<file path="src/rtl/core/sdpa_pkg.sv">
package sdpa_pkg;

  localparam logic OP_START  = 1'b0;
  localparam logic OP_SAMPLE = 1'b1;

  typedef enum logic [2:0] {
    REG_GAIN_P,
    REG_GAIN_I,
    REG_GAIN_D,
    REG_GAIN_ALIGN,
    REG_MAX_POWER,
    REG_TICKS_PER_INCH
  } cfg_reg_t;

  localparam logic [6:0]  MAX_POWER_RST = 7'd127;
  localparam logic [15:0] TPI_RST       = 16'd8071;
  localparam logic [6:0]  MIN_POWER     = 7'd5;
  localparam logic [6:0]  CMD_MAX       = 7'd127;
  localparam logic [16:0] SHORT_MOVE    = 17'd192;
  localparam logic [19:0] TICK_MAX      = 20'hFFFFF;
  localparam logic [46:0] SUM_MAX       = {47{1'b1}};
  localparam logic [47:0] ITERM_CAP     = 48'h8000_0000_0000;

  typedef struct packed {
    logic encoder_reset;
    logic done_res;
    logic rev;
    logic left_ahead;
    logic right_ahead;
  } sdpa_flags_t;

  typedef struct packed {
    sdpa_flags_t        flags;
    logic [19:0]        cur;
    logic signed [20:0] diff;
    logic [46:0]        sum;
    logic [24:0]        egp;
    logic [19:0]        adiff;
  } sdpa_s1_t;

  typedef struct packed {
    sdpa_flags_t        flags;
    logic [44:0]        a;
    logic signed [44:0] b;
    logic [47:0]        pl;
    logic [46:0]        ph;
    logic [43:0]        al;
  } sdpa_s2_t;

  typedef struct packed {
    sdpa_flags_t        flags;
    logic signed [46:0] s;
    logic [47:0]        isat;
    logic [43:0]        al;
  } sdpa_s3_t;

  typedef struct packed {
    logic [7:0] left_power;
    logic [7:0] right_power;
    logic       encoder_reset;
    logic       done_res;
  } sdpa_res_t;

endpackage

</file>
<file path="src/rtl/core/sdpa_drive.sv">
module sdpa_drive import sdpa_pkg::*; (
  input  logic       clk,
  input  logic       ce4,
  input  sdpa_s3_t   s3,
  input  logic [6:0] max_power,
  output sdpa_res_t  res
);

  sdpa_flags_t        flags_r;
  logic [22:0]        p_r, p_nxt;
  logic [43:0]        al_r;
  logic signed [48:0] p_raw;
  logic [22:0]        max_q, min_q;

  always_comb begin
    max_q = {max_power, 16'd0};
    min_q = {MIN_POWER, 16'd0};
    p_raw = 49'(s3.s) + $signed({1'b0, s3.isat});
    if (p_raw > $signed({26'd0, max_q})) begin
      p_nxt = max_q;
    end else if (p_raw < $signed({26'd0, min_q})) begin
      p_nxt = min_q;
    end else begin
      p_nxt = p_raw[22:0];
    end
  end

  always_ff @(posedge clk) begin
    if (ce4) begin
      flags_r <= s3.flags;
      p_r     <= p_nxt;
      al_r    <= s3.al;
    end
  end

  function automatic logic [7:0] side_cmd(input logic [22:0] p, input logic [43:0] al,
                                          input logic lose, input logic rev);
    logic        neg;
    logic [43:0] mag;
    logic [6:0]  cmd;
    logic [7:0]  cmd8;
    neg = 1'b0;
    mag = 44'(p);
    if (lose) begin
      neg = al > 44'(p);
      mag = neg ? (al - 44'(p)) : (44'(p) - al);
    end
    cmd  = (|mag[43:23]) ? CMD_MAX : mag[22:16];
    cmd8 = {1'b0, cmd};
    return (neg ^ rev) ? (~cmd8 + 8'd1) : cmd8;
  endfunction

  always_comb begin
    res.encoder_reset = flags_r.encoder_reset;
    res.done_res      = flags_r.done_res;
    if (flags_r.done_res) begin
      res.left_power  = '0;
      res.right_power = '0;
    end else begin
      res.left_power  = side_cmd(p_r, al_r, flags_r.left_ahead, flags_r.rev);
      res.right_power = side_cmd(p_r, al_r, flags_r.right_ahead, flags_r.rev);
    end
  end

endmodule

</file>
<file path="config.mk">
export PLATFORM = sky130hd
export DESIGN_NAME = sdpa_drive
export DESIGN_NICKNAME = d
export VERILOG_FILES = /design/src/rtl/core/sdpa_pkg.sv /design/src/rtl/core/sdpa_drive.sv
export SDC_FILE = /design/constraint.sdc
export NUM_CORES = 1
export LEC_CHECK = 0
export BUFFER_PORTS_ARGS = -buffer_cell sky130_fd_sc_hd__buf_2
export CAP_MARGIN = 0
export CELL_PAD_IN_SITES_DETAIL_PLACEMENT = 2
export CELL_PAD_IN_SITES_GLOBAL_PLACEMENT = 2
export CORE_AREA = 2 2 162 164
export CTS_CLUSTER_DIAMETER = 120
export DETAILED_ROUTE_END_ITERATION = 8
export DIE_AREA = 0 0 164 166
export PLACE_DENSITY_LB_ADDON = 0.08
export SETUP_SLACK_MARGIN = 0.4
export SLEW_MARGIN = 10
export SYNTH_ARGS = -nofsm -noshare
export SYNTH_HDL_FRONTEND = slang
export SYNTH_SLANG_ARGS = --single-unit
</file>
<file path="constraint.sdc">
create_clock -name clk -period 15.7 [get_ports clk]
set_input_delay 2.355 -clock clk [delete_from_list [all_inputs] [get_ports clk]]
set_output_delay 2.355 -clock clk [all_outputs]
set_load 0.05 [all_outputs]
</file>
* Word-level counts from Yosys, hierarchy flattened
Cells that the tools add are included.
** Operators by class
- Add/subtract/negate cells :: 5
- Order comparisons :: 3
- Multiplexer cells :: 16
- Bitwise logic cells :: 4
- Reductions and logical operators :: 3
** Operators with widths (number)
- $mux W44 :: 5
- $add A47 B49 Y49 :: 1
- $gt A49 B24 Y1 :: 1
- $lt A49 B20 Y1 const B :: 1
- $mux W23 :: 2
- $gt A44 B23 Y1 :: 1
- $sub A23 B44 Y44 :: 1
- $sub A44 B23 Y44 :: 1
- $reduce_or A21 Y1 :: 2
- $add A8 B1 Y8 const B :: 2
- $mux W16 :: 1
- $mux W8 :: 2
- $not A7 Y8 :: 2
- $mux W7 :: 2
- $mux W1 :: 4
- $reduce_or A2 Y1 :: 1
- $xor A1 B1 Y1 :: 2
** Storage, ports and cells
- Bits in registers :: 72
- Bits of input ports :: 153
- Output and inout port bits :: 18
- Word-level logic and storage cells :: 39

* Longest topological paths before layout
Gate-level depths: netlist of run 1.
- Depth after elaboration :: 10
- Depth in mapped cells :: 25
- Gate-level depth less buffers :: 23

* Least setup slack after synthesis of run 1
OpenSTA, ideal clock, no wires.
- Path kind :: reg-to-output
- Start :: register p_r[20]
- End :: output res[14] (netlist name)
- Arrival :: 5061 ps
- Required time :: 13345 ps
- Setup slack :: 8284 ps
- Stages on the path, launching flop included :: 20
- Path buffers :: 2
- Cells stage by stage :: edfxtp_1 > inv_1 > ha_1 > buf_2 > and4b_1 > nand2_1 > or3_1 > a2111oi_4 > o21ai_2 > a41oi_1 > o2111a_1 > and4_1 > clkbuf_1 > nand3_1 > mux2i_1 > ha_1 > inv_1 > nor3_1 > a21oi_1 > o21ai_0
** RTL lines
- start: declaration :: RTL line sdpa_drive.sv:10 : logic [22:0] p_r, p_nxt;
- start signal: assignment :: RTL line sdpa_drive.sv:31 : p_r <= p_nxt;
- end: declaration :: RTL line sdpa_drive.sv:6 : output sdpa_res_t res

==> results.toml, run 1 <==
[synthesis]
yosys_warnings = 0
ys_seq_elements = 72
ys_seq_area_share_pct = 23.25
mappedNetlistArea_um2 = 9298
synth-edff-count = 72
yosysUniqueCellTypes = 88
ys.flop_type = "edfxtp_1"
avgSynthCellArea_um2 = 8.228
synth_cells = 1130
synthArstFlopShare_pct = 0
synth_nets = 1387

[global_routing]
grt_pass1_vias = 10070
track_usage_pct = 24.85
grt_max_degree = 73
overflow = 0
antenna_found_initial = 0
grt_pass1_wl_mm = 53.99

[sta]
rsz0062_at_grt = "no"
maxSlewViolCount = 0
fmax_mhz = 124.7
fin_setup_tns_ns = 0
worstMarginPinSlew_ns = 1.057
period_needed_ns = 8.017
fin_crit_sh_pct = 51.06
hold_viol_final = 0
slew_headroom_pct = 28.65
finalSetupViolCount = 0

[status]
status = "finished, final reports clean"

[critical_path]
startpoint_type = "flip-flop"
required_ns = 13.35
cp.arrival_ns = 5.66
crit_fanout = 13
critPathKind = "flip-flop to primary output"
crit_path_end_kind = "primary output"

[floorplan]
dieArea_um2 = 27220
initial_core_util_pct = 36.30
die_w_um = 164
boundaryPins = 171
rows = 59
core-area_um2 = 25620
die_h_um = 166

[power]
powerDensity_nw_per_um2 = 81.78
ir_drop_mv = 0.04546
p_leak_nw = 4.904
power_uw = 872.7

[hold_path]
hold_path.class = "input pin to flip-flop"

[layout]
drive_gt1_share_pct = 18.10
num-nets-final = 1518
n_antenna_cell = 0
mostFrequentLayoutCells = "buf_2, ha_1, a21oi_1"
area_growth_pct = 14.78
fillers = 2993
final_common_cell = "buf_2"
fin_cells = 1600
fin_area_um2 = 10670

[detailed_routing]
vias_per_cell = 5.791
drc = 0
routed_wirelength_mm = 33.78
wl_per_cell_um = 21.12
drt_first_pass_iters = 5
drt_iter0_markers = 473
ant_nets = 0
vias = 9265

[clock_network]
cts_made_buffers = 9
clk_pin_slew_ns = 0.07
cts_root_buffer = "clkbuf_16"
cts_setup_buffers = 0
cts_sinks = 72
cts.repair.resized = 0
cts_max_level = 3
cts_tree = "yes"
cts_max_path_buffers = 2
cts_hold_buf = 0

[placed_design]
hpwl_mm = 27.93
routabilityCongestion = 0.8885
placed_cell_area_um2 = 10320
io_buffers = 170
dpl.cell_count = 1584

[flow_run]
drv_cap = 0
## synth_stat cells, types with 8 or more instances
master    instances  area [um^2]
edfxtp_1         72         2162
nor2b_1          11        68.82
nand2b_1          8        50.05
mux2i_1          21        210.2
a21o_1           56        420.4
a31oi_1          14        87.58
clkbuf_1         24        90.09
xnor2_1          18        157.7
or3_1            17        106.4
nand2_1          92        345.3
nor2_4           10        112.6
and3_1           15        93.84
o21a_1           20        150.1
nand3_1          39        195.2
a211oi_1         15        112.6
o211ai_1         18        135.1
and2_1           12        75.07
nor3_1           26        130.1
ha_1            103         1289
xor2_1           25        219.0
buf_2            21        105.1
a21oi_1          98        490.5
o21ai_0          47        235.2
nor2_1           66        247.7
inv_1            85        319.1
nand4_1          27        168.9
## registers in the layout, summed over array words and instances (netlist names)
name	flops
res	2
flags_r	3
p_r	23
al_r	44
## path summary, 6_finish.rpt
| check | start | end | slack, ns | cells after the start |
|---|---|---|---|---|
| worst max-delay path | p_r[20] | res[14] | 7.68 | 18 |
| worst min-delay path | s3[10] | al_r[10] | 2.18 | 1 |
## cell type report
cell class                 count  area [um^2]  share of cell area [%]
timing repair buffer         173        870.8                   8.160
multi-input combinational    920         6560                   61.47
clock inverter                 6        115.1                   1.079
tap                          335        419.2                   3.928
clock buffer                   9        225.2                   2.110
sequential                    72         2162                   20.26
inverter                      85        319.1                   2.990
## worst max-delay path, cell delays in order, from the launching register on
cell,delay [ns]
edfxtp_1,0.46
inv_1,0.13
ha_1,0.48
and4b_1,0.33
nand2_1,0.08
or3_1,0.41
a2111oi_4,0.52
o21a_1,0.58
nand2_1,0.19
nand2_1,0.09
and4_1,0.45
nand3_1,0.21
mux2i_1,0.27
ha_1,0.21
inv_1,0.07
nor3_1,0.27
a21oi_1,0.10
o21ai_0,0.18
buf_2,0.28
## cell families (layout without fill, tap and decap cells)
group / after synthesis / after routing / share of synthesized area [%]
xor gates and xnor gates: 43 / 43 / 4.051
and+or+nand+nor: 378 / 378 / 21.96
DFF: 72 / 72 / 23.25
adders and majority gates: 105 / 105 / 14.18
buffers and inverters: 138 / 273 / 6.204
AOI/OAI and AO/OA: 371 / 371 / 27.84
muxes: 23 / 23 / 2.503
## where the power goes
group | leakage, nW | internal (mW) | switching (mW)
combinational | 4.04 | 0.138 | 0.246
clock | 0.163 | 0.156 | 0.0879
sequential | 0.699 | 0.229 | 0.0160
total | 4.90 | 0.522 | 0.350
## routing by layer
layer	global-route usage [%]	routed length (um)
met1	30.32	14690
met5	0	0
met3	2.148	815
met4	6.484	691
met2	46.29	17590
## through the flow
| stage | util, % | hold slack [ns] | worst slack, ns |
|---|---|---|---|
| after floorplan | - | 2.454 | 8.284 |
| after global placement | 40.31 | 2.532 | 7.673 |
| after detailed placement | 40.31 | 2.534 | 7.382 |
| after CTS | 41.64 | 2.176 | 7.701 |
| after global routing | 41.66 | 2.180 | 7.217 |
| final | 41.66 | 2.180 | 7.683 |
No activity file was read; power rests on OpenSTA's default activity.
==> run 2: changes to the inputs <==
--- a/config.mk
+++ b/config.mk
@@ -9,10 +9,10 @@
 export CAP_MARGIN = 0
 export CELL_PAD_IN_SITES_DETAIL_PLACEMENT = 2
 export CELL_PAD_IN_SITES_GLOBAL_PLACEMENT = 2
-export CORE_AREA = 2 2 162 164
+export CORE_AREA = 2 2 169 171
 export CTS_CLUSTER_DIAMETER = 120
 export DETAILED_ROUTE_END_ITERATION = 8
-export DIE_AREA = 0 0 164 166
+export DIE_AREA = 0 0 171 173
 export PLACE_DENSITY_LB_ADDON = 0.08
 export SETUP_SLACK_MARGIN = 0.4
 export SLEW_MARGIN = 10
==> constraint.sdc (replaced) <==
create_clock -name clk -period 8.05 [get_ports clk]
set_input_delay 1.2075 -clock clk [delete_from_list [all_inputs] [get_ports clk]]
set_output_delay 1.2075 -clock clk [all_outputs]
set_load 0.05 [all_outputs]
==> run 2 against run 1 <==
First-iteration DRC count decreased by 27%; worst setup slack got worse by 6.7 ns; cell area about the same; flip-flop and latch count unchanged; cell count increased by 2.6%; non-clock buffer count decreased by 2; critical endpoint unchanged.
==> results.toml, run 2 (same netlist as run 1, synthesis figures left out) <==
[sta]
slew_headroom_pct = 22.76
hold_viol_final = 0
maxSlewViolCount = 0
whs_ns = 1.036
fmax_mhz = 142.3
worstMarginPinSlew_ns = 1.159
period_needed_ns = 7.026
fin_setup_tns_ns = 0
rsz0062_at_grt = "no"
finalSetupViolCount = 0
fin_crit_sh_pct = 87.28

[floorplan]
die_w_um = 171
core-area_um2 = 27630
boundaryPins = 171
initial_core_util_pct = 33.65
die_h_um = 173
dieArea_um2 = 29580
rows = 61

[clock_network]
cts_max_path_buffers = 2
clk_pin_slew_ns = 0.06
cts_sinks = 72
cts_root_buffer = "clkbuf_16"
cts_hold_buf = 0
cts_made_buffers = 9
cts_tree = "yes"
cts.repair.resized = 0
cts_setup_buffers = 0
cts_max_level = 3

[global_routing]
track_usage_pct = 22.30
antenna_found_initial = 2
grt_pass1_wl_mm = 52.99
overflow = 0
grt_max_degree = 73
grt_pass1_vias = 9872

[layout]
top_register = "al_r"
num-nets-final = 1516
fin_cells = 1642
largestRegisters = "al_r: 44 flops, p_r: 23 flops, flags_r: 3 flops"
fillers = 3231
mostFrequentLayoutCells = "buf_2, ha_1, a21oi_1"
largest_reg_flops = 44
multiInputGateArea_um2 = 6559
final_common_cell = "buf_2"
n_antenna_cell = 0
seq_area_um2 = 2162
area_growth_pct = 14.76
drive_gt1_share_pct = 17.96
fin_util_pct = 38.62

[flow_run]
drv_cap = 0

[detailed_routing]
drc = 0
wl_per_cell_um = 20.01
vias = 9126
drt_first_pass_iters = 4
vias_per_cell = 5.558
ant_nets = 0
drt_iter0_markers = 347
routed_wirelength_mm = 32.85

[hold_path]
hold_path.class = "input pin to flip-flop"
hold_depth = 1

[placed_design]
dpl.cell_count = 1626
io_buffers = 170
routabilityCongestion = 0.8692
hpwl_mm = 27.54

[power]
power_mw = 1.632
p_leak_nw = 4.873
ir_drop_mv = 0.08971
powerDensity_nw_per_um2 = 152.9

[critical_path]
required_ns = 6.84
crit_fanout = 13
endpoint = "res[14]"
startpoint_type = "flip-flop"
crit_path_end_kind = "primary output"
critPathLaunch = "p_r[16]"
critPathKind = "flip-flop to primary output"
cp.arrival_ns = 5.82

[status]
status = "finished, final reports clean"
## run 2: metrics by stage
step,area (um^2),worst slack [ns]
detailed placement,10370,0.9777
CTS,10670,0.9622
global route,10670,0.5598
finish,10670,1.024
global placement,10370,1.171
floorplan,9298,1.781
## run 2: worst min path at each step
stage	to	slack [ns]	from
after floorplan	al_r[0]	1.31	s3[0]
after global placement	al_r[5]	1.38	s3[5]
after detailed placement	al_r[4]	1.39	s3[4]
after CTS	al_r[4]	1.03	s3[4]
after global routing	res[1]	1.03	s3[143]
final	al_r[1]	1.04	s3[1]
## run 2: critical path: stages, from the launching register on
cell and delay (ns):
edfxtp_1 0.45, inv_1 0.15, ha_1 0.52, and4_1 0.32, nand2_1 0.08, or3_1 0.43
a2111oi_4 0.51, o21a_1 0.60, o221ai_1 0.20, a211oi_1 0.34, and3_1 0.27, nand3_1 0.16
mux2i_1 0.30, ha_1 0.23, inv_1 0.07, nor3_1 0.25, a21oi_1 0.09, o21ai_0 0.21
buf_2 0.30
## run 2: power by group
part           switching, mW  internal (mW)  total (mW)
registers             0.0314          0.446       0.478
logic                  0.474          0.270       0.743
clock network          0.169          0.242       0.410
total                  0.674          0.958        1.63
## run 2: layout make-up
cell class / count / share of cell area (%)
inverter: 85 / 2.990
sequential: 72 / 20.26
timing repair buffer: 171 / 8.068
clock buffer: 10 / 2.146
tap: 378 / 4.432
multi-input combinational: 920 / 61.47
clock inverter: 6 / 0.6332
## run 2: per-layer routing
layer	global-route usage, %	up-vias	part of all wire, %
met3	1.946	33	2.5
li1	-	4497	-
met2	40.44	146	51
met4	5.473	4	1.8
met5	0	-	0.070
met1	28.24	4446	45
