## src/rtl/core/sdpa_pkg.sv

```systemverilog
package sdpa_pkg;

  localparam logic OP_START  = 1'b0;
  localparam logic OP_SAMPLE = 1'b1;

  typedef enum logic [2:0] {
    REG_GAIN_P,
    REG_GAIN_I,
    REG_GAIN_D,
    REG_GAIN_ALIGN,
    REG_MAX_POWER,
    REG_TICKS_PER_INCH
  } cfg_reg_t;

  localparam logic [6:0]  MAX_POWER_RST = 7'd127;
  localparam logic [15:0] TPI_RST       = 16'd8071;
  localparam logic [6:0]  MIN_POWER     = 7'd5;
  localparam logic [6:0]  CMD_MAX       = 7'd127;
  localparam logic [16:0] SHORT_MOVE    = 17'd192;
  localparam logic [19:0] TICK_MAX      = 20'hFFFFF;
  localparam logic [46:0] SUM_MAX       = {47{1'b1}};
  localparam logic [47:0] ITERM_CAP     = 48'h8000_0000_0000;

  typedef struct packed {
    logic encoder_reset;
    logic done_res;
    logic rev;
    logic left_ahead;
    logic right_ahead;
  } sdpa_flags_t;

  typedef struct packed {
    sdpa_flags_t        flags;
    logic [19:0]        cur;
    logic signed [20:0] diff;
    logic [46:0]        sum;
    logic [24:0]        egp;
    logic [19:0]        adiff;
  } sdpa_s1_t;

  typedef struct packed {
    sdpa_flags_t        flags;
    logic [44:0]        a;
    logic signed [44:0] b;
    logic [47:0]        pl;
    logic [46:0]        ph;
    logic [43:0]        al;
  } sdpa_s2_t;

  typedef struct packed {
    sdpa_flags_t        flags;
    logic signed [46:0] s;
    logic [47:0]        isat;
    logic [43:0]        al;
  } sdpa_s3_t;

  typedef struct packed {
    logic [7:0] left_power;
    logic [7:0] right_power;
    logic       encoder_reset;
    logic       done_res;
  } sdpa_res_t;

endpackage

```

## src/rtl/core/sdpa_state.sv

```systemverilog
module sdpa_state import sdpa_pkg::*; (
  input  logic               clk,
  input  logic               rst_n,
  input  logic               adv,
  input  logic               opcode,
  input  logic signed [15:0] distance_sixteenths,
  input  logic signed [20:0] left_degrees,
  input  logic signed [20:0] right_degrees,
  input  logic [23:0]        gain_p,
  input  logic [15:0]        ticks_per_inch,
  output logic               keep,
  output sdpa_s1_t           s1_r
);

  logic        active_r, active_nxt;
  logic        reverse_r, reverse_nxt;
  logic [19:0] target_r, target_nxt;
  logic [24:0] egp_r, egp_nxt;
  logic [19:0] cur_r, cur_nxt;
  logic [46:0] sum_r, sum_nxt;
  sdpa_s1_t    s1_nxt;

  logic [16:0] dist_ext, d_mag;
  logic [32:0] tgt_prod;
  logic [19:0] tgt;
  logic [24:0] egp_new;
  logic [20:0] lneg, rneg;
  logic [19:0] lmag, rmag;
  logic [20:0] lr_sum;
  logic [19:0] avg;
  logic        reached;
  logic [19:0] cur_new;
  logic [47:0] sum_add;
  logic [46:0] sum_new;
  logic [19:0] adiff;

  always_comb begin
    dist_ext = {distance_sixteenths[15], distance_sixteenths};
    d_mag    = distance_sixteenths[15] ? (~dist_ext + 17'd1) : dist_ext;
    tgt_prod = 33'(d_mag) * 33'(ticks_per_inch);
    tgt      = tgt_prod[31:12];
    egp_new  = (d_mag < SHORT_MOVE) ? {gain_p, 1'b0} : {1'b0, gain_p};

    lneg = ~left_degrees + 21'd1;
    rneg = ~right_degrees + 21'd1;
    lmag = !left_degrees[20]  ? left_degrees[19:0]  : (lneg[20] ? TICK_MAX : lneg[19:0]);
    rmag = !right_degrees[20] ? right_degrees[19:0] : (rneg[20] ? TICK_MAX : rneg[19:0]);
    lr_sum  = {1'b0, lmag} + {1'b0, rmag};
    avg     = lr_sum[20:1];
    reached = avg >= target_r;
    cur_new = target_r - avg;
    sum_add = {1'b0, sum_r} + {28'd0, cur_r};
    sum_new = sum_add[47] ? SUM_MAX : sum_add[46:0];
    adiff   = (lmag > rmag) ? (lmag - rmag) : (rmag - lmag);

    active_nxt  = active_r;
    reverse_nxt = reverse_r;
    target_nxt  = target_r;
    egp_nxt     = egp_r;
    cur_nxt     = cur_r;
    sum_nxt     = sum_r;
    keep        = 1'b1;

    s1_nxt.flags.encoder_reset = 1'b0;
    s1_nxt.flags.done_res      = reached;
    s1_nxt.flags.rev           = reverse_r;
    s1_nxt.flags.left_ahead    = lmag > rmag;
    s1_nxt.flags.right_ahead   = rmag > lmag;
    s1_nxt.cur                 = cur_new;
    s1_nxt.diff                = $signed({1'b0, cur_new}) - $signed({1'b0, cur_r});
    s1_nxt.sum                 = sum_new;
    s1_nxt.egp                 = egp_r;
    s1_nxt.adiff               = adiff;

    if (opcode == OP_START) begin
      reverse_nxt = distance_sixteenths[15];
      target_nxt  = tgt;
      egp_nxt     = egp_new;
      cur_nxt     = '0;
      sum_nxt     = '0;
      active_nxt  = tgt != '0;
      s1_nxt.flags.encoder_reset = 1'b1;
      s1_nxt.flags.done_res      = tgt == '0;
      s1_nxt.flags.rev           = distance_sixteenths[15];
      s1_nxt.flags.left_ahead    = 1'b0;
      s1_nxt.flags.right_ahead   = 1'b0;
      s1_nxt.cur                 = '0;
      s1_nxt.diff                = '0;
      s1_nxt.sum                 = '0;
      s1_nxt.egp                 = egp_new;
      s1_nxt.adiff               = '0;
    end else if (active_r) begin
      cur_nxt = cur_new;
      sum_nxt = sum_new;
      if (reached) begin
        active_nxt = 1'b0;
      end
    end else begin
      keep = 1'b0;
    end
  end

  always_ff @(posedge clk) begin
    if (!rst_n) begin
      active_r <= 1'b0;
    end else if (adv) begin
      active_r <= active_nxt;
    end
  end

  always_ff @(posedge clk) begin
    if (adv) begin
      reverse_r <= reverse_nxt;
      target_r  <= target_nxt;
      egp_r     <= egp_nxt;
      cur_r     <= cur_nxt;
      sum_r     <= sum_nxt;
      s1_r      <= s1_nxt;
    end
  end

endmodule

```

## config.mk

```make
export PLATFORM = sky130hd
export DESIGN_NAME = sdpa_state
export DESIGN_NICKNAME = d
export VERILOG_FILES = /design/src/rtl/core/sdpa_pkg.sv /design/src/rtl/core/sdpa_state.sv
export SDC_FILE = /design/constraint.sdc
export NUM_CORES = 1
export LEC_CHECK = 0
export BUFFER_PORTS_ARGS = -buffer_cell sky130_fd_sc_hd__buf_2
export CAP_MARGIN = 20
export CELL_PAD_IN_SITES_DETAIL_PLACEMENT = 1
export CELL_PAD_IN_SITES_GLOBAL_PLACEMENT = 1
export CORE_MARGIN = 3
export CORE_UTILIZATION = 49
export CTS_BUF_LIST = sky130_fd_sc_hd__clkbuf_4 sky130_fd_sc_hd__clkbuf_8
export DETAILED_ROUTE_END_ITERATION = 12
export PLACE_DENSITY = 0.91
export SYNTH_ARGS = -nofsm -noshare
export SYNTH_HDL_FRONTEND = slang
export SYNTH_SLANG_ARGS = --single-unit
```

## constraint.sdc

```tcl
create_clock -name clk -period 12.75 [get_ports clk]
set_clock_uncertainty 0.2 [all_clocks]
set_input_delay 1.275 -clock clk [delete_from_list [all_inputs] [get_ports clk]]
set_output_delay 1.275 -clock clk [all_outputs]
set_load 0.005 [all_outputs]
```

Yosys cells after proc, flatten, opt, wreduce, memory -nomap -nowiden
Index checks and enable logic that the tools add are counted.
- register bits: 252
- bits of input ports: 102
- output and inout port bits: 139
- add/subtract/negate cells: 9
- $mul: 1
- order comparisons: 4
- eq/ne operators: 1
- multiplexer cells: 16
- bitwise gates (word level): 4
- reduce and logical (&&, ||, !) cells: 4
- operator list (kind ; number):
    2-to-1 mux 138 bit ; 1
    2-to-1 mux 20 bit ; 6
    2-to-1 mux 47 bit ; 2
    subtractor 20 bit ; 3
    adder 47 x 20 -> 48 bit ; 1
    adder 21 x 1 -> 21 bit (second input constant) ; 2
    inverter 21 bit ; 2
    greater-than comparator 20 bit ; 2
    multiplier 17 x 16 -> 32 bit ; 1
    2-to-1 mux 25 bit ; 1
    adder 20 x 20 -> 21 bit ; 1
    subtractor 20 x 20 -> 21 bit ; 1
    greater-or-equal comparator 20 bit ; 1
    zero test 20 bit ; 1
    nonzero test 20 bit ; 1
    adder 17 x 1 -> 17 bit (second input constant) ; 1
    < comparator 17 x 8 -> 1 bit (second input constant) ; 1
    2-to-1 mux 17 bit ; 1
    inverter 17 bit ; 1
    2-to-1 mux 1 bit ; 5
    AND reduction 2 bit ; 2
    != test 2 x 1 -> 1 bit (second input constant) ; 1
    inverter 1 bit ; 1

Longest topological paths before layout
Gate-level depths: netlist (run 1).
- depth in word-level cells: 9
- gate-level depth with buffers: 40
- mapped depth without buffers: 36

Least setup slack after synthesis (run 1)
OpenSTA, ideal clock, no wires.
- kind: in2reg
- start: input distance_sixteenths[7]
- end: register active_r
- setup time: 0.130 ns
- arrival: 9.196 ns
- setup slack: 3.224 ns
- cell stages on the path: 28
- path buffers: 2
- path through: or4_4 or3_1 or3_4 nand2_1 xnor2_1 clkbuf_1 nand2_1 fa_1 fa_1 fa_1 inv_1 fa_1 fa_1 inv_1 fa_1 inv_1 ha_1 clkbuf_1 and3_1 a221o_1 a221o_1 a21oi_1 xnor2_1 or4_1 nor4_1 nand4b_1 o41ai_1 a21oi_1
- cells in the longest elaborated chain, start to end: 6
- RTL lines (item ; RTL line ; source):
    from (decl) ; sdpa_state.sv:6 ; input logic signed [15:0] distance_sixteenths,
    inverter 17 bit ; sdpa_state.sv:39 ; d_mag = distance_sixteenths[15] ? (~dist_ext + 17'd1) : dist_ext;
    adder 17 x 1 -> 17 bit ; sdpa_state.sv:39 ;
    2-to-1 mux 17 bit (*) ; sdpa_state.sv:39 ;
    multiplier 17 x 16 -> 32 bit (*) ; sdpa_state.sv:40 ; tgt_prod = 33'(d_mag) * 33'(ticks_per_inch);
    net tgt_prod[17] ; sdpa_state.sv:24 ; logic [32:0] tgt_prod;
    nonzero test 20 bit (*) ; sdpa_state.sv:81 ; active_nxt = tgt != '0;
    2-to-1 mux 1 bit (*) ; sdpa_state.sv:75 ; if (opcode == OP_START) begin
    to (signal assigned) ; sdpa_state.sv:107 ; active_r <= active_nxt;
    to (decl) ; sdpa_state.sv:15 ; logic active_r, active_nxt;
Mark *: on every way through the listed nets, which the timed path passes. The rest lies on a longest branch.
A chain may end at the register's enable or synchronous reset.

Worst setup path after layout (run 1)
Same ends and word-level chain as after synthesis.

==> impl_metrics.py, run 1 <==
metrics = {
    "die": {
        "core_area_mm2": 0.0504,
        "rows": 82,
        "io-pin-count": 241,
        "fp.dieH_um": 232,
        "die_width_um": 232,
        "die-area_mm2": 0.0540,
        "start_util": 0.498,
    },
    "yosys": {
        "yosys.area.top_type": "edfxtp_1",
        "yosys_warnings": 0,
        "synthCells": 2573,
        "synthesis.area_mm2": 0.0251,
        "seq_area_frac_synth": 0.301,
        "synth_top_area_frac": 0.300,
        "synth_cell_types": 76,
        "synth-edff-count": 251,
        "ys.flop_type": "edfxtp_1",
        "async_flop_share": 0,
        "syn_area_per_cell_um2": 9.75,
        "yosys-top-cells-area": "edfxtp_1, fa_1, ha_1",
        "synth-seq-cells": 252,
    },
    "timing": {
        "grt_setup_unrepaired": "false",
        "fin_crit_sh": 0.791,
        "hold_viol_final": 0,
        "timing.fmax_mhz": 99.2,
        "tns_ns": 0,
        "tightest_slew_ns": 1.12,
        "slew_headroom": 0.252,
        "fin_crit_ns": 10.08,
        "maxSlewViolCount": 0,
        "finalSetupViolCount": 0,
    },
    "min_path": {
        "hp-class": "reg2reg",
    },
    "detailed_routing": {
        "dr_total_vias": 21000,
        "drtIter0Drc": 1477,
        "wl_um": 83200,
        "routed_via_density": 5.99,
        "ant_nets": 0,
        "routedWlPerCell_um": 23.7,
        "drt_pre_antenna_iters": 5,
        "drc": 0,
    },
    "global_routing": {
        "first_global_vias": 23400,
        "grt_pass1_wl_um": 130000,
        "grt_max_degree": 77,
        "overflow": 0,
        "grt_antenna_before_repair": 0,
        "grtUsageTotal": 0.307,
    },
    "layout": {
        "multi_input_area_mm2": 0.0160,
        "nets": 3338,
        "diodes": 0,
        "layout_commonest_cell": "inv_1",
        "drive_gt1_frac": 0.143,
        "seq_area_mm2": 0.00756,
        "syn2layout_area_growth_pct": 12.0,
        "fillers": 5710,
        "final_cell_mix": "inv_1, nand2_1, edfxtp_1",
    },
    "clock_tree": {
        "clockRootBuffer": "clkbuf_8",
        "clkSlewWorstSetupHoldPaths_ns": 0.06,
        "cts_resized": 0,
        "numCtsBuffers": 43,
        "worstSkewPairLatency_ns": 0.61,
        "clock_path_buffers": 3,
        "htreeDepth": 2,
        "hold_buffers": 0,
        "clock-sinks": 252,
        "postCtsSetupBuffers": 0,
        "cts_tree": "done",
    },
    "placement": {
        "io_buffers": 240,
        "dp_hpwl_um": 63400,
        "place.gp.congestion": 0.922,
    },
    "worst_setup_path": {
        "cp-end-kind": "flip-flop",
        "crit_required_ns": 13.00,
        "critical_path_class": "in2reg",
        "path_max_fanout": 17,
        "r2r_setup_slack_ns": 7.66,
        "start_kind": "input pin",
        "worstPathArrival_ns": 10.34,
    },
    "status": {
        "run_status": "finished, final reports clean",
    },
    "job": {
        "drv_cap": 0,
    },
}
==> critical path, stage by stage <==
cell and delay, ns:
buf_2 0.12, or4_4 0.54, o41ai_1 0.83, xnor2_2 0.47, and2_1 0.33, fa_1 0.54, inv_1 0.06, fa_1 0.52
fa_1 0.53, inv_1 0.05, fa_1 0.47, fa_1 0.59, inv_1 0.08, fa_1 0.54, inv_1 0.05, ha_1 0.43
and3_1 0.26, a221o_1 0.38, a221o_1 0.31, a21oi_1 0.34, xnor2_1 0.15, or4_1 0.51, nor4_1 0.29, nand4b_1 0.17
o41ai_1 0.38, a21oi_1 0.12
==> final timing paths <==
path | depth (start not counted) | to | startpoint
worst max-delay path | 26 | active_r | distance_sixteenths[7]
worst min-delay path | 1 | s1_r[27] | egp_r[7]
worst max register to register | 18 | s1_r[110] | target_r[0]
worst min register to register | 1 | s1_r[27] | egp_r[7]
==> sequential cells by signal, indices dropped and copies added, names as in the netlist <==
name,cells
sum_r,47
active_r,1
target_r,20
cur_r,20
s1_r,138
egp_r,25
reverse_r,1
==> layer usage <==
layer / track usage / vias up / wire [um]
met4: 0.136 / 0 / 4100
met3: 0.0476 / 290 / 5200
met5: 0 / - / 0
met2: 0.554 / 934 / 42300
met1: 0.359 / 10600 / 31600
li1: - / 9175 / -
==> final cells by class <==
cell class,instances,area share
multi-input cells,1885,0.568
flip-flops and latches,252,0.269
inverters,362,0.0484
repair buffers,259,0.0480
well taps,672,0.0299
clock buffers,48,0.0224
clock inverters,29,0.0150
==> Yosys cell counts (31+ instances only) <==
master    number
o21ai_0       98
clkbuf_1      83
nor2_1       136
a21oi_1      147
xor2_1        48
edfxtp_1     251
nand2_1      263
nor2b_1       31
nand3_1       39
and2_1       125
xnor2_1       95
nor3_1        45
fa_1         212
inv_1        358
ha_1         221
==> stage by stage <==
stage | hold WS (ns) | util | worst slack (ns) | area (um^2) | cells
6_report | 0.352 | 0.558 | 2.67 | 28100 | 3507
5_1_grt | 0.363 | 0.558 | 2.25 | 28100 | 3507
4_1_cts | 0.352 | 0.558 | 2.81 | 28100 | 3506
3_5_place_dp | 0.332 | 0.537 | 2.19 | 27100 | 3429
3_3_place_gp | 0.309 | 0.537 | 2.74 | 27100 | 3429
2_1_floorplan | 0.295 | - | 3.22 | 25100 | 2586
==> cells by family after synthesis <==
logic type | count (synthesis) | share of synthesized area
xor gates and xnor gates | 143 | 0.0499
AOI/OAI and AO/OA | 469 | 0.120
other | 2 | 0.000299
muxes | 72 | 0.0343
adders and majority gates | 433 | 0.279
DFF | 252 | 0.301
buffers and inverters | 449 | 0.0681
and+or+nand+nor | 753 | 0.147
Power of run 1 is not shown: default switching activity piles up to over one toggle a cycle in this logic, so the estimate is an artifact.
==> run 2, diff against run 1 <==
- clock period: 12.75 -> 9.8 ns (I/O delays scaled with it)
==> run 2 against run 1 <==
Net effect:
- sequential share of layout area increased by 0.10 points
- global-route usage decreased by 1.6 points
- final area decreased by 0.37%
- first-iteration DRC count decreased by 16%
- register-to-register slack got worse by 2.9 ns
- flip-flop and latch count unchanged
- highest routed layer is now met5
- utilization decreased by 0.21 points
- routed wire length decreased by 4.8%
- count of clock-buffer cells in the layout increased by 1
==> impl_metrics.py, run 2 (synthesis results as in run 1) <==
metrics = {
    "worst_setup_path": {
        "cp.depth": 36,
        "path_max_fanout": 11,
        "start_kind": "input pin",
        "cp_slowest_cell": "or4_1",
        "crit_path_max_incr_delay_ns": 0.58,
        "path_buf_inv": 2,
        "cp-end-kind": "flip-flop",
        "reg2reg_from": "target_r[1]",
        "r2r-end": "s1_r[110]",
        "critical_path_class": "in2reg",
        "rr_worst_depth": 18,
        "cp_top_family": "simple AND/OR/NAND/NOR gates",
        "crit_top_cell": "o21ai_0",
        "r2r_setup_slack_ns": 4.79,
        "crit_required_ns": 9.91,
        "worstPathArrival_ns": 9.46,
    },
    "clock_tree": {
        "cts_tree": "done",
        "worstSkewPairLatency_ns": 0.58,
        "numCtsBuffers": 43,
        "hold_buffers": 0,
        "cts_resized": 0,
        "htreeDepth": 2,
        "clockRootBuffer": "clkbuf_8",
        "clock-sinks": 252,
        "clkSlewWorstSetupHoldPaths_ns": 0.06,
        "postCtsSetupBuffers": 0,
        "clock_path_buffers": 3,
    },
    "global_routing": {
        "grt_antenna_before_repair": 1,
        "grt_pass1_wl_um": 123000,
        "grt_max_degree": 92,
        "grtUsageTotal": 0.290,
        "overflow": 0,
        "first_global_vias": 22700,
    },
    "min_path": {
        "min_from": "egp_r[8]",
        "hp-class": "reg2reg",
        "whs_endpoint": "s1_r[28]",
        "min_path_cells": 1,
    },
    "detailed_routing": {
        "routedWlPerCell_um": 22.5,
        "dr_total_vias": 20500,
        "wl_um": 79200,
        "routed_via_density": 5.83,
        "drtIter0Drc": 1241,
        "drt_pre_antenna_iters": 6,
        "ant_nets": 0,
        "drc": 0,
    },
    "placement": {
        "io_buffers": 240,
        "place.gp.congestion": 0.951,
        "dp_hpwl_um": 62800,
    },
    "layout": {
        "reg_top3": "s1_r: 138 flops, sum_r: 47 flops, egp_r: 25 flops",
        "largest_reg_flops": 138,
        "max_flop_register": "s1_r",
        "diodes": 0,
        "fillers": 5717,
        "syn2layout_area_growth_pct": 11.6,
        "drive_gt1_frac": 0.144,
        "seq_area_mm2": 0.00756,
        "final_cell_mix": "inv_1, nand2_1, edfxtp_1",
        "multi_input_area_mm2": 0.0159,
        "layout_commonest_cell": "inv_1",
        "nets": 3356,
    },
    "timing": {
        "fin_crit_ns": 9.35,
        "tightest_slew_ns": 0.986,
        "hold_viol_final": 0,
        "fin_crit_sh": 0.954,
        "timing.fmax_mhz": 107,
        "tns_ns": 0,
        "finalSetupViolCount": 0,
        "maxSlewViolCount": 0,
        "grt_setup_unrepaired": "false",
        "slew_headroom": 0.339,
    },
    "die": {
        "start_util": 0.498,
        "core_area_mm2": 0.0504,
        "rows": 82,
        "fp.dieH_um": 232,
        "io-pin-count": 241,
        "die_width_um": 232,
        "die-area_mm2": 0.0540,
    },
    "status": {
        "run_status": "finished, final reports clean",
    },
    "job": {
        "drv_cap": 0,
    },
}
run 2: cell count changes in the layout (fill, tap and decap cells not counted), sizes merged:
| cell | before | now |
|---|---|---|
| clkbuf | 48 | 49 |
| clkinv | 17 | 19 |
| bufinv | 11 | 4 |
| buf | 259 | 277 |
run 2: through the flow:
stage	instance area (um^2)	util	setup slack [ns]	cells	hold WS, ns
finish	28000	0.556	0.447	3521	0.333
global route	28000	0.556	0.00812	3521	0.352
CTS	28000	0.556	0.596	3521	0.328
detailed placement	27200	0.539	-0.0624	3448	0.313
global placement	27200	0.539	0.365	3448	0.305
floorplan	25100	-	0.569	2586	0.295
run 2: final cells by class:
type | count | area share
timing repair buffer | 277 | 0.0530
multi-input combinational | 1885 | 0.568
tap | 672 | 0.0300
inverter | 362 | 0.0486
sequential | 252 | 0.270
clock inverter | 24 | 0.00790
clock buffer | 49 | 0.0227
run 2: per-layer routing:
layer | share of wire | track usage | vias up
li1 | - | - | 9204
met3 | 0.056 | 0.0421 | 214
met4 | 0.037 | 0.111 | 2
met1 | 0.40 | 0.353 | 10400
met2 | 0.51 | 0.519 | 712
met5 | 0.00016 | 0 | -
run 2: how the worst max path moves through the flow:
stage	slack, ns	start	to
2_1_floorplan	0.57	distance_sixteenths[7]	active_r
3_3_place_gp	0.37	distance_sixteenths[7]	active_r
3_5_place_dp	-0.06	distance_sixteenths[6]	active_r
4_1_cts	0.60	distance_sixteenths[6]	active_r
5_1_grt	0.008	right_degrees[0]	s1_r[110]
6_report	0.45	right_degrees[0]	s1_r[110]
Power of run 2 is left out for the same reason.
